$ cat config.mk
export PLATFORM = sky130hd
export DESIGN_NAME = joystick_axis_percent_scaler_core
export DESIGN_NICKNAME = d
export VERILOG_FILES = /design/src/rtl/japs_pkg.sv /design/src/rtl/joystick_axis_percent_scaler_core.sv /design/src/rtl/japs_div.sv
export SDC_FILE = /design/constraint.sdc
export NUM_CORES = 1
export LEC_CHECK = 0
export BUFFER_PORTS_ARGS = -buffer_cell sky130_fd_sc_hd__buf_2
export CORE_AREA = 2 2 221 223
export CTS_CLUSTER_SIZE = 30
export DETAILED_ROUTE_END_ITERATION = 10
export DIE_AREA = 0 0 223 225
export GPL_ROUTABILITY_DRIVEN = 0
export GPL_TIMING_DRIVEN = 0
export MAX_ROUTING_LAYER = met4
export PLACE_DENSITY = 0.65
export SYNTH_ARGS = -nofsm -noshare
export SYNTH_HDL_FRONTEND = slang
export SYNTH_SLANG_ARGS = --single-unit
$ cat constraint.sdc
create_clock -name clk -period 11.2 [get_ports clk]
set_input_delay 0 -clock clk [delete_from_list [all_inputs] [get_ports clk]]
set_output_delay 0 -clock clk [all_outputs]
set_load 0.005 [all_outputs]
$ cat src/rtl/japs_pkg.sv
// Shared constants, types and helpers for the joystick axis percent scaler.
package japs_pkg;

  localparam int ADC_BITS      = 12;
  localparam int PERCENT_SCALE = 100;
  localparam int PCT_W         = $clog2(PERCENT_SCALE + 1);
  localparam int NUM_W         = ADC_BITS + PCT_W;
  localparam int OUT_W         = PCT_W + 1;
  localparam int CFG_IDX_W     = 2;

  typedef enum logic [CFG_IDX_W-1:0] {
    CFG_CENTER   = 2'd0,
    CFG_MAX      = 2'd1,
    CFG_DEADZONE = 2'd2,
    CFG_INVERT   = 2'd3
  } cfg_idx_t;

  typedef struct packed {
    logic valid;
    logic neg;
    logic zero;
  } japs_tag_t;

  function automatic logic [PCT_W-1:0] pct_clamp(input logic [PCT_W-1:0] q,
                                                 input logic sat);
    pct_clamp = (sat || (q > PCT_W'(PERCENT_SCALE))) ? PCT_W'(PERCENT_SCALE) : q;
  endfunction

endpackage

$ cat src/rtl/joystick_axis_percent_scaler_core.sv
// Top level: config registers, span and deadzone stages around two pipelined dividers.
//
// Converts one raw ADC count per cycle into a signed deflection in percent.
// A sample is taken whenever start is high; busy never rises, so a new sample
// may follow in every cycle. Each result appears on out_deflection for one
// cycle with out_valid, in sample order, after its sample has passed through
// one input register, two 8-stage restoring dividers (span scaling, then
// deadzone stretch) and one output register. The receiver cannot stall the
// pipeline. Write configuration only while no sample is in flight.
module joystick_axis_percent_scaler_core
  import japs_pkg::*;
(
  input  logic                       clk,
  input  logic                       rst_n,
  input  logic                       start,
  output logic                       busy,
  input  logic [ADC_BITS-1:0]        in_sample,
  output logic                       out_valid,
  output logic signed [OUT_W-1:0]    out_deflection,
  input  logic                       cfg_valid,
  output logic                       cfg_ready,
  input  logic [CFG_IDX_W-1:0]       cfg_index,
  input  logic [ADC_BITS-1:0]        cfg_data
);

  localparam int LATENCY = 2 * (PCT_W + 1) + 2;

  logic [ADC_BITS-1:0] center_r;
  logic [ADC_BITS-1:0] max_r;
  logic [PCT_W-1:0]    dz_r;
  logic                inv_r;

  logic                s0_vld_r;
  logic [ADC_BITS-1:0] s0_sample_r;

  logic                out_valid_r;
  logic [OUT_W-1:0]    out_deflection_r;

  logic                gt;
  logic                lt;
  logic [ADC_BITS-1:0] diff_a;
  logic [NUM_W-1:0]    num_a;
  logic [ADC_BITS-1:0] den_a;
  japs_tag_t           tag_a_in;
  japs_tag_t           tag_a_out;
  logic [PCT_W-1:0]    quo_a;
  logic                sat_a;

  logic [PCT_W-1:0]    mag_a;
  logic [PCT_W-1:0]    diff_b;
  logic [PCT_W-1:0]    den_b7;
  logic [NUM_W-1:0]    num_b;
  logic [ADC_BITS-1:0] den_b;
  japs_tag_t           tag_b_in;
  japs_tag_t           tag_b_out;
  logic [PCT_W-1:0]    quo_b;
  logic                sat_b;

  logic [PCT_W-1:0]    mag_f;
  logic                neg_f;
  logic [OUT_W-1:0]    mag_ext;
  logic [OUT_W-1:0]    out_deflection_nxt;

  assign busy      = 1'b0;
  assign cfg_ready = 1'b1;

  always_ff @(posedge clk) begin
    if (!rst_n) begin
      center_r <= ADC_BITS'(2048);
      max_r    <= ADC_BITS'(4095);
      dz_r     <= '0;
      inv_r    <= 1'b0;
    end else if (cfg_valid && cfg_ready) begin
      case (cfg_index)
        CFG_CENTER:   center_r <= cfg_data;
        CFG_MAX:      max_r    <= cfg_data;
        CFG_DEADZONE: dz_r     <= cfg_data[PCT_W-1:0];
        CFG_INVERT:   inv_r    <= cfg_data[0];
        default:      ;
      endcase
    end
  end

  always_ff @(posedge clk) begin
    if (!rst_n) begin
      s0_vld_r <= 1'b0;
    end else begin
      s0_vld_r <= start && !busy;
    end
  end

  always_ff @(posedge clk) begin
    s0_sample_r <= in_sample;
  end

  always_comb begin
    gt       = s0_sample_r > center_r;
    lt       = s0_sample_r < center_r;
    diff_a   = gt ? (s0_sample_r - center_r) : (center_r - s0_sample_r);
    num_a    = NUM_W'(diff_a * PERCENT_SCALE);
    den_a    = gt ? (max_r - center_r) : center_r;
    tag_a_in = '{valid: s0_vld_r, neg: lt, zero: gt ? (max_r <= center_r) : !lt};
  end

  japs_div u_div_span (
    .clk   (clk),
    .rst_n (rst_n),
    .tag_i (tag_a_in),
    .num_i (num_a),
    .den_i (den_a),
    .tag_o (tag_a_out),
    .quo_o (quo_a),
    .sat_o (sat_a)
  );

  always_comb begin
    mag_a    = pct_clamp(quo_a, sat_a);
    diff_b   = mag_a - dz_r;
    num_b    = NUM_W'(diff_b * PERCENT_SCALE);
    den_b7   = PCT_W'(PERCENT_SCALE) - dz_r;
    den_b    = ADC_BITS'(den_b7);
    tag_b_in = '{valid: tag_a_out.valid,
                 neg:   tag_a_out.neg,
                 zero:  tag_a_out.zero || (mag_a <= dz_r) ||
                        (dz_r >= PCT_W'(PERCENT_SCALE))};
  end

  japs_div u_div_dz (
    .clk   (clk),
    .rst_n (rst_n),
    .tag_i (tag_b_in),
    .num_i (num_b),
    .den_i (den_b),
    .tag_o (tag_b_out),
    .quo_o (quo_b),
    .sat_o (sat_b)
  );

  always_comb begin
    mag_f              = tag_b_out.zero ? '0 : pct_clamp(quo_b, sat_b);
    neg_f              = ((mag_f != '0) && tag_b_out.neg) ^ inv_r;
    mag_ext            = OUT_W'(mag_f);
    out_deflection_nxt = neg_f ? (OUT_W'(0) - mag_ext) : mag_ext;
  end

  always_ff @(posedge clk) begin
    if (!rst_n) begin
      out_valid_r <= 1'b0;
    end else begin
      out_valid_r <= tag_b_out.valid;
    end
  end

  always_ff @(posedge clk) begin
    out_deflection_r <= out_deflection_nxt;
  end

  assign out_valid      = out_valid_r;
  assign out_deflection = out_deflection_r;

`ifndef NO_ASSERTIONS
  a_out_has_source: assert property (@(posedge clk) disable iff (!rst_n)
    out_valid |-> $past(start && !busy, LATENCY))
    else $error("result transfer without a matching sample transfer");

  a_out_in_range: assert property (@(posedge clk) disable iff (!rst_n)
    out_valid |-> (out_deflection <= 8'sd100) && (out_deflection >= -8'sd100))
    else $error("deflection out of range");

  a_full_deadzone: assert property (@(posedge clk) disable iff (!rst_n)
    (out_valid && (dz_r >= PCT_W'(PERCENT_SCALE))) |-> (out_deflection == '0))
    else $error("nonzero deflection with full deadzone");
`endif

endmodule

$ cat src/rtl/japs_div.sv
// Pipelined restoring divider, one quotient bit per stage, saturating flag on overflow.
module japs_div
  import japs_pkg::*;
(
  input  logic                clk,
  input  logic                rst_n,
  input  japs_tag_t           tag_i,
  input  logic [NUM_W-1:0]    num_i,
  input  logic [ADC_BITS-1:0] den_i,
  output japs_tag_t           tag_o,
  output logic [PCT_W-1:0]    quo_o,
  output logic                sat_o
);

  logic [PCT_W:0]        vld_r;
  logic [PCT_W:0]        neg_r;
  logic [PCT_W:0]        zero_r;
  logic [PCT_W:0]        sat_r;
  logic [NUM_W-1:0]      rem_r [0:PCT_W-1];
  logic [ADC_BITS-1:0]   den_r [0:PCT_W-1];
  logic [PCT_W-1:0]      quo_r [0:PCT_W];
  logic                  sat_nxt;

  assign sat_nxt = num_i >= {den_i, {PCT_W{1'b0}}};

  always_ff @(posedge clk) begin
    if (!rst_n) begin
      vld_r <= '0;
    end else begin
      vld_r <= {vld_r[PCT_W-1:0], tag_i.valid};
    end
  end

  always_ff @(posedge clk) begin
    neg_r    <= {neg_r[PCT_W-1:0], tag_i.neg};
    zero_r   <= {zero_r[PCT_W-1:0], tag_i.zero};
    sat_r    <= {sat_r[PCT_W-1:0], sat_nxt};
    rem_r[0] <= num_i;
    den_r[0] <= den_i;
    quo_r[0] <= '0;
  end

  for (genvar k = 1; k <= PCT_W; k++) begin : g_step
    logic [NUM_W-1:0] trial;
    logic             fit;

    assign trial = {{PCT_W{1'b0}}, den_r[k-1]} << (PCT_W - k);
    assign fit   = rem_r[k-1] >= trial;

    always_ff @(posedge clk) begin
      quo_r[k] <= {quo_r[k-1][PCT_W-2:0], fit};
    end

    if (k < PCT_W) begin : g_carry
      always_ff @(posedge clk) begin
        rem_r[k] <= fit ? (rem_r[k-1] - trial) : rem_r[k-1];
        den_r[k] <= den_r[k-1];
      end
    end
  end

  assign tag_o = '{valid: vld_r[PCT_W], neg: neg_r[PCT_W], zero: zero_r[PCT_W]};
  assign quo_o = quo_r[PCT_W];
  assign sat_o = sat_r[PCT_W];

endmodule
Yosys cells after proc, flatten, opt, wreduce, memory -nomap -nowiden
Memory sizes are Yosys's and may differ from the RTL's.
Cells that the tools add are included.
{"block": "op_classes", "n_lt_le_gt_ge": 23, "mul": 2, "n_mux": 19, "eq_ne": 3, "addsub": 18, "bitwise": 1, "n_reduce_logical": 12}
{"operator": "2-to-1 mux 19 bit", "count": 12}
{"operator": ">= comparator 19 x 12 -> 1 bit", "count": 2}
{"operator": ">= comparator 19 x 13 -> 1 bit", "count": 2}
{"operator": ">= comparator 19 x 14 -> 1 bit", "count": 2}
{"operator": ">= comparator 19 x 15 -> 1 bit", "count": 2}
{"operator": ">= comparator 19 x 16 -> 1 bit", "count": 2}
{"operator": ">= comparator 19 x 17 -> 1 bit", "count": 2}
{"operator": ">= comparator 19 x 18 -> 1 bit", "count": 2}
{"operator": "subtractor 19 x 13 -> 19 bit", "count": 2}
{"operator": "subtractor 19 x 14 -> 19 bit", "count": 2}
{"operator": "subtractor 19 x 15 -> 19 bit", "count": 2}
{"operator": "subtractor 19 x 16 -> 19 bit", "count": 2}
{"operator": "subtractor 19 x 17 -> 19 bit", "count": 2}
{"operator": "subtractor 19 x 18 -> 19 bit", "count": 2}
{"operator": "subtractor 12 bit", "count": 3}
{"operator": "2-to-1 mux 7 bit", "count": 4}
{"operator": "2-to-1 mux 12 bit", "count": 2}
{"operator": ">= comparator 19 bit", "count": 1}
{"operator": "multiplier 12 x 5 -> 17 bit, second input constant", "count": 1}
{"operator": ">= comparator 14 bit", "count": 1}
{"operator": "> comparator 7 bit, second input constant", "count": 2}
{"operator": "> comparator 12 bit", "count": 1}
{"operator": "less-or-equal comparator 12 bit", "count": 1}
{"operator": "< comparator 12 bit", "count": 1}
{"operator": "other kinds (16)", "count": 23}
{"block": "totals", "ram_bits": 546, "n_memories": 6, "word_cells": 101, "output_inout_bits": 11, "register_bits": 118, "in_bits": 30}
{"name": "u_div_dz.rem_r", "words": 7, "width": 19, "read_ports": 7, "rd_ports_with_merged_regs": 0, "wr": 7, "line_no": "japs_div.sv:19", "text": "logic [NUM_W-1:0] rem_r [0:PCT_W-1];"}
{"name": "u_div_span.rem_r", "words": 7, "width": 19, "read_ports": 7, "rd_ports_with_merged_regs": 0, "wr": 7, "line_no": "japs_div.sv:19"}
{"name": "u_div_dz.den_r", "words": 7, "width": 12, "read_ports": 7, "rd_ports_with_merged_regs": 0, "wr": 7, "line_no": "japs_div.sv:20", "text": "logic [ADC_BITS-1:0] den_r [0:PCT_W-1];"}
{"name": "u_div_span.den_r", "words": 7, "width": 12, "read_ports": 7, "rd_ports_with_merged_regs": 0, "wr": 7, "line_no": "japs_div.sv:20"}
{"name": "u_div_dz.quo_r", "words": 8, "width": 7, "read_ports": 8, "rd_ports_with_merged_regs": 0, "wr": 8, "line_no": "japs_div.sv:21", "text": "logic [PCT_W-1:0] quo_r [0:PCT_W];"}
{"name": "u_div_span.quo_r", "words": 8, "width": 7, "read_ports": 8, "rd_ports_with_merged_regs": 0, "wr": 8, "line_no": "japs_div.sv:21"}

Longest topological paths before layout
Gate-level depths: netlist (run 1).
An unclocked memory read counts as a cell.
{"block": "depth", "ltp_word": 9, "ltp_mapped": 32, "depth_no_buf": 31}

Cells and area by module
From an unflattened synthesis (run 1), not the netlist that was laid out.
{"block": "unflattened", "cells_unflattened": 2945, "hier_area_um2": 28517.4}
{"module": "japs_div at u_div_span", "area_per_inst_um2": 11415.9, "cells_each": 1110, "n_inst": 1, "seq_area_each_um2": 5545.3}
{"module": "japs_div at u_div_dz", "area_per_inst_um2": 11232.0, "cells_each": 1124, "n_inst": 1, "seq_area_each_um2": 5545.3}
{"module": "joystick_axis_percent_scaler_core", "area_per_inst_um2": 5869.4, "cells_each": 711, "n_inst": 1, "seq_area_each_um2": 1081.0}

Worst setup path after synthesis (run 1)
Ideal clock, no wire load.
{"block": "synth_timing", "path_type": "reg-to-reg", "startpoint": "register center_r[7]", "endpoint": "register u_div_span.sat_r[0]", "path_buffers": 1, "setup_ns": 0.074, "period_less_slack_ns": 6.113, "slack_ns": 5.087, "arrival_ns": 6.039, "required_ns": 11.126, "stages_incl_launch_ff": 26, "path_cell_list": "dfxtp_1 inv_1 ha_1 buf_4 nand3_2 or3_4 or2_1 nand2_4 mux2_4 or3_4 a221oi_4 xnor2_1 ha_1 ha_1 inv_1 fa_1 inv_1 ha_1 a31oi_1 o21ai_0 o41ai_1 xnor2_1 ha_1 nand4_1 or4_1 o21ai_0"}
{"block": "synth_via", "elab_chain_cells": 4, "word_cells_on_any_way": 8, "classes_between": "3 x add/sub; 1 x mul; 2 x order compare; 2 x mux"}
{"item": "start, declared", "line_no": "joystick_axis_percent_scaler_core.sv:28", "text": "logic [ADC_BITS-1:0] center_r;"}
{"item": "start signal, assigned", "line_no": "joystick_axis_percent_scaler_core.sv:75", "text": "CFG_CENTER: center_r <= cfg_data;"}
{"item": "subtractor 12 bit / > comparator 12 bit (equally long branches)", "line_no": "joystick_axis_percent_scaler_core.sv:99, joystick_axis_percent_scaler_core.sv:97"}
{"item": "2-to-1 mux 12 bit (*)", "line_no": "joystick_axis_percent_scaler_core.sv:99", "text": "diff_a = gt ? (s0_sample_r - center_r) : (center_r - s0_sample_r);"}
{"item": "multiplier 12 x 5 -> 17 bit (*)", "line_no": "joystick_axis_percent_scaler_core.sv:100", "text": "num_a = NUM_W'(diff_a * PERCENT_SCALE);"}
{"item": "named net num_a[17]", "line_no": "joystick_axis_percent_scaler_core.sv:42", "text": "logic [NUM_W-1:0] num_a;"}
{"item": ">= comparator 19 bit (*)", "line_no": "japs_div.sv:24", "text": "assign sat_nxt = num_i >= {den_i, {PCT_W{1'b0}}};"}
{"item": "named net u_div_span.sat_nxt", "line_no": "japs_div.sv:22", "text": "logic sat_nxt;"}
{"item": "end signal, assigned", "line_no": "japs_div.sv:37", "text": "sat_r <= {sat_r[PCT_W-1:0], sat_nxt};"}
{"item": "end, declared", "line_no": "japs_div.sv:18", "text": "logic [PCT_W:0] sat_r;"}
Mark *: on every way through the listed nets, which the timed path passes. The rest lies on a longest branch.
A chain may end at the register's enable or synchronous reset.

Worst setup path in the final report (run 1)
Ends and elaborated chain as after synthesis.

==> results of run 1 <==
[area by class of cell]
cell class | instances | area [um2] | share of cell area (%)
timing repair buffer | 74 | 556 | 2.01
clock buffer | 75 | 1560 | 5.63
clock inverter | 23 | 309 | 1.12
sequential | 541 | 10800 | 39.1
tap | 615 | 769 | 2.78
buffer | 37 | 165 | 0.596
inverter | 301 | 1130 | 4.08
multi-input combinational | 1681 | 12400 | 44.7
[synthesized netlist by cell type (18+ instances only)]
master | n | area [um2]
nor2_1 | 162 | 608
mux2i_1 | 20 | 200
or3_1 | 19 | 119
o21ai_0 | 136 | 681
nor2b_1 | 50 | 313
inv_1 | 299 | 1120
ha_1 | 262 | 3280
nand2b_1 | 27 | 169
xor2_1 | 55 | 482
o31ai_1 | 27 | 203
mux2_2 | 32 | 360
a21oi_1 | 98 | 490
dfxtp_1 | 541 | 10800
a21boi_0 | 45 | 338
o21a_1 | 18 | 135
clkbuf_1 | 28 | 105
a21o_1 | 46 | 345
fa_1 | 25 | 500
xnor2_1 | 107 | 937
nand3_1 | 45 | 225
nand4_1 | 26 | 163
and2_1 | 27 | 169
nor3_1 | 48 | 240
nor4_1 | 19 | 119
nand2_1 | 202 | 758
[report_power, final]
group | switching, mW | internal, mW
combinational | 2.77 | 2.31
sequential | 0.345 | 2.63
clock | 0.734 | 1.11
total | 3.85 | 6.05
[path summary, 6_finish.rpt]
kind / from / end / depth (start not counted)
worst min-delay path: in_sample[2] / s0_sample_r[2] / 2
worst max-delay path: center_r[7] / u_div_span.sat_r[0] / 29
worst min register to register: u_div_span.neg_r[4] / u_div_span.neg_r[5] / 0
worst max register to register: center_r[7] / u_div_span.sat_r[0] / 29
[layer usage]
metal	vias up	wire, um
met1	7932	20700
met4	0	2060
li1	8920	-
met2	380	23600
met5	-	0
met3	158	2020
[registers in the layout (all words and copies together) (netlist names), 12 cells and up]
register,count
center_r,12
max_r,12
u_div_span.den_r,84
s0_sample_r,12
u_div_dz.den_r,49
u_div_dz.quo_r,28
u_div_span.rem_r,120
u_div_dz.rem_r,114
u_div_span.quo_r,28
[cells by family (layout without fill, tap and decap cells)]
group,after synthesis,after routing,synth area share (%)
other,2,2,0.0306
AND/OR/NAND/NOR,700,700,14.3
multiplexers,53,53,2.35
buffers and inverters,338,510,5.28
AO/OA/AOI/OAI,477,477,12.6
flip-flops,541,541,44.2
XOR/XNOR,162,162,5.79
adder cells (fa/ha/maj),287,287,15.4
[through the flow]
| step | instances | area (um2) | total power [mW] | hold slack [ps] | setup slack (ps) |
|---|---|---|---|---|---|
| global placement | 3212 | 25500 | 7.84 | 102 | 3810 |
| floorplan | 2560 | 24500 | 6.88 | 27.7 | 5090 |
| global route | 3347 | 27700 | 10.8 | 23.7 | 3360 |
| detailed placement | 3212 | 25500 | 8.05 | 104 | 3810 |
| CTS | 3347 | 27700 | 9.97 | 3.47 | 3750 |
| finish | 3347 | 27700 | 9.90 | 32.3 | 3770 |
[repair_timing]
item	in CTS	in global routing
resized for setup	0	0
endpoints found under the hold margin	62	0
hold buffers	37	0
==> reports/metrics.cfg, run 1 <==
[worst_hold_path]
min_path_type = in -> reg

[critical_path]
setup.worst_path.end_class = register
worst-setup-path-type = reg -> reg
cpMostUsedCell = ha_1
crit_family = compound AO/OA/AOI/OAI gates
crit_slowest_cell = dfxtp_1
crit_buf_inv = 6
crit_path_start_kind = register
cp_max_fo = 10
max_stage_delay_ps = 530
cp_data_required_time_ps = 11650
ff2ff_setup_slack_ps = 3770
cp.arrival_ps = 7880

[clock_tree]
clock_latency_ps = 600
post_cts_buffers = 0
clockBufferDepth = 3
cts_buffers = 54
htree_levels = 2
cts_tree = yes
clk_pin_slew_ps = 70
cts-root-buf = clkbuf_16
cts.sinks = 541

[synthesis]
synth-edff-count = 0
synthArstFlopShare_pct = 0
yosysWarnings = 0
syn_inst = 2560
ys_seq_elements = 541
synth_fp_nets = 2877
syn_area_per_cell_um2 = 9.57
synthFlopType = dfxtp_1
ys_types = 87
yosysSeqAreaShare_pct = 44.2
netlist_area_um2 = 24500

[floorplan]
core-area_um2 = 47500
start_util_pct = 51.5
die_w_um = 223
num_rows = 80
ioPinCount = 41
fp.dieH_um = 225
dieArea_um2 = 50200

[layout]
num_antenna_cells = 0
final.fill_count = 3987
area_growth_pct = 13.0
final_common_cell = dfxtp_1
layout_common_cells = dfxtp_1, inv_1, ha_1
nets = 3007
layout-drive-gt1-share_pct = 7.76
final_core_util_pct = 58.3

[pwr]
vdd_drop_max_mv = 0.226
p_leak_nw = 12.5
power_density_nw_per_um2 = 357

[place]
place.port_buffers = 37
place_hpwl_um = 37400

[sta]
worst_pin_slew_ps = 1090
final.min_clock_period_ps = 7430
max_freq_ghz = 0.135
timing.setup.tns_ps = 0
setup_viol = 0
final_hold_viol_count = 0
period_share_pct = 66.3
drv_slew = 0
rsz0062_at_grt = no
fin_skew_ps = 12.8
slew-limit-headroom_pct = 26.9

[grt]
gr-usage-met1_pct = 22.1
grt_pass1_vias = 17800
track_usage_pct = 20.2
use_met3_pct = 3.27
grt_max_degree = 15
grt_pass1_wl_um = 81600
antenna_found_initial = 0
grt-busiest-layer = met2
grtUsageMet2_pct = 36.2
grt.overflow.total = 0

[detailed_routing]
vias_per_cell = 5.20
wire_per_inst_um = 14.4
ant_nets = 0
vias = 17400
drt_first_pass_iters = 7
drt_iter0_markers = 936
drt_wl_total_um = 48400
drcViolationCount = 0

[outcome]
outcome = finished, final reports clean

[run]
maxCapViolCount = 0

(Power assumes the default switching activity.)
==> inputs of run 2 (changes only) <==
- PLACE_DENSITY: 0.65 -> 0.68
- clock period: 11.2 -> 6.6 ns (I/O delays scaled with it)
==> run 2 against run 1 <==
Register-to-register slack got worse by 3600 ps. Flip-flop and latch count is the same. Count of clock-buffer cells in the layout is 5 lower. Combinational power rose by 76%. Cell count up 0.54%. Global-route usage is 0.14 points higher. Fmax is 16% higher. Highest routed layer unchanged. Wire length up 1.7%.
==> reports/metrics.cfg, run 2 (synthesis results as in run 1) <==
[outcome]
outcome = finished, final reports clean  ; unchanged

[critical_path]
crit_slowest_cell = fa_1  ; was dfxtp_1
crit_cells = 27  ; was 29
r2r-start = center_r[7]  ; unchanged
cp-startpoint = center_r[7]  ; unchanged
endpoint = u_div_span.sat_r[0]  ; unchanged
worst-setup-path-type = reg -> reg  ; unchanged
ff2ff_setup_slack_ps = 170  ; was 3770 ps
timing.rr.end = u_div_span.sat_r[0]  ; unchanged
crit_family = adder cells  ; was compound AO/OA/AOI/OAI gates
setup.worst_path.end_class = register  ; unchanged
cp_data_required_time_ps = 7120  ; was 11,650 ps
cpMostUsedCell = ha_1  ; unchanged
crit_path_start_kind = register  ; unchanged
cp.arrival_ps = 6950  ; was 7880 ps
max_stage_delay_ps = 530  ; about the same
ff2ff_path_depth = 27  ; was 29
cp_max_fo = 5  ; was 10
crit_buf_inv = 5  ; was 6

[grt]
antenna_found_initial = 0  ; unchanged
track_usage_pct = 20.3  ; was 20.2%
grt_max_degree = 15  ; unchanged
grt_pass1_wl_um = 82300  ; was 81,600 um
grt_pass1_vias = 17800  ; about the same
grt.overflow.total = 0  ; unchanged

[layout]
top_regs = u_div_span.rem_r: 120 flops, u_div_dz.rem_r: 114 flops, u_div_span.den_r: 84 flops  ; unchanged
area_growth_pct = 14.9  ; was 13.0%
regArea_um2 = 10900  ; was 10,800 um2
layout-drive-gt1-share_pct = 10.5  ; was 7.76%
regMostFlops = u_div_span.rem_r  ; unchanged
num_antenna_cells = 0  ; unchanged
layout_common_cells = dfxtp_1, inv_1, ha_1  ; unchanged
finalNonFillerCells = 3365  ; was 3,347
final.fill_count = 3911  ; was 3,987
nets = 3026  ; was 3,007
final_common_cell = dfxtp_1  ; unchanged
largest_register_ffs = 120  ; unchanged
multi_input_area_um2 = 12700  ; was 12,400 um2

[sta]
max_freq_ghz = 0.155  ; was 0.135 GHz
setup_viol = 0  ; unchanged
period_share_pct = 97.5  ; was 66.3%
slew-limit-headroom_pct = 31.8  ; was 26.9%
worst_pin_slew_ps = 1020  ; was 1090 ps
fin_skew_ps = 17.8  ; was 12.8 ps
final_hold_viol_count = 0  ; unchanged
final.min_clock_period_ps = 6430  ; was 7430 ps
drv_slew = 0  ; unchanged

[floorplan]
num_rows = 80  ; unchanged
start_util_pct = 51.5  ; unchanged
ioPinCount = 41  ; unchanged
dieArea_um2 = 50200  ; unchanged
core-area_um2 = 47500  ; unchanged
fp.dieH_um = 225  ; unchanged
die_w_um = 223  ; unchanged

[pwr]
vdd_drop_max_mv = 0.537  ; was 0.226 mV
power.total_mw = 17.1  ; was 9.90 mW
p_leak_nw = 12.7  ; was 12.5 nW
power_density_nw_per_um2 = 606  ; was 357 nW/um2

[clock_tree]
clock_latency_ps = 600  ; about the same
cts_tree = yes  ; unchanged
htree_levels = 2  ; unchanged
cts-root-buf = clkbuf_16  ; unchanged
clk_pin_slew_ps = 60  ; was 70 ps
clockBufferDepth = 3  ; unchanged
cts.sinks = 541  ; unchanged
cts_buffers = 54  ; unchanged

[detailed_routing]
vias_per_cell = 5.23  ; was 5.20
vias = 17600  ; was 17,400
ant_nets = 0  ; unchanged
drt_first_pass_iters = 6  ; was 7
drcViolationCount = 0  ; unchanged
drt_wl_total_um = 49200  ; was 48,400 um
wire_per_inst_um = 14.6  ; was 14.4 um
drt_iter0_markers = 1127  ; was 936

[place]
place.port_buffers = 37  ; unchanged
place_hpwl_um = 37100  ; was 37,400 um
dp_cells = 3212  ; unchanged

[run]
maxCapViolCount = 0  ; unchanged

[worst_hold_path]
hold_depth = 2  ; unchanged
min_path_type = in -> reg  ; unchanged

## run 2: what timing repair did
action                     in CTS  in global routing
setup buffers                  14                  7
gates resized for setup        54                 29
pin swaps                      15                 17
setup endpoints to repair       1                  1
hold buffers                   38                  0
hold endpoints to repair       62                  0
## run 2: how the worst min path moves through the flow
stage,to,start,slack (ps)
4_1_cts,s0_sample_r[11],in_sample[11],5
6_report,s0_sample_r[4],in_sample[4],40
2_1_floorplan,s0_sample_r[0],in_sample[0],30
5_1_grt,s0_sample_r[9],in_sample[9],20
3_5_place_dp,s0_sample_r[9],in_sample[9],100
3_3_place_gp,s0_sample_r[0],in_sample[0],100
## run 2: worst reg2reg max path, cell delays in order, from the launching register on
cell	delay, ps
dfxtp_4	370
inv_2	70
ha_4	260
buf_6	90
nand3_2	90
or3_4	430
o221ai_4	250
nand2_4	120
buf_6	130
o2111a_1	260
or3_4	370
a221oi_4	330
xnor2_2	160
ha_1	260
ha_1	280
inv_1	50
fa_1	530
inv_1	40
ha_1	190
and2_1	150
o21a_1	170
a41o_1	240
o41a_1	360
xor2_2	200
ha_4	290
nand3b_1	70
or4_4	430
o21ai_4	160
## run 2: power by group
| part | switching [mW] | internal (mW) |
|---|---|---|
| logic | 4.85 | 4.07 |
| clock network | 1.25 | 1.84 |
| registers | 0.597 | 4.46 |
## run 2: cell type report
type	count	share of cell area, %
flip-flops and latches	541	38.6
inverters	301	4.02
multi-input cells	1681	45.0
clock buffers	70	5.44
clock inverters	27	1.11
plain buffers	34	0.609
repair buffers	96	2.58
well taps	615	2.73
## run 2: metal layers
layer | vias up | track usage [%] | part of all wire (%)
li1 | 8975 | - | -
met1 | 8107 | 22.5 | 43
met2 | 379 | 36.4 | 49
met3 | 145 | 3.16 | 4.1
met4 | 0 | 8.85 | 4.1
met5 | - | - | 0
## run 2: through the flow
step	setup slack, ps	cell area (um2)	util (%)	hold WS [ps]	setup TNS [ps]
3_3_place_gp	-561	25500	53.5	103	-561
3_5_place_dp	-608	25500	53.5	104	-608
2_1_floorplan	487	24500	-	27.7	0
4_1_cts	7.41	28000	58.9	5.40	0
5_1_grt	-22.3	28200	59.2	22.4	-22.3
6_report	168	28200	59.2	41.1	0
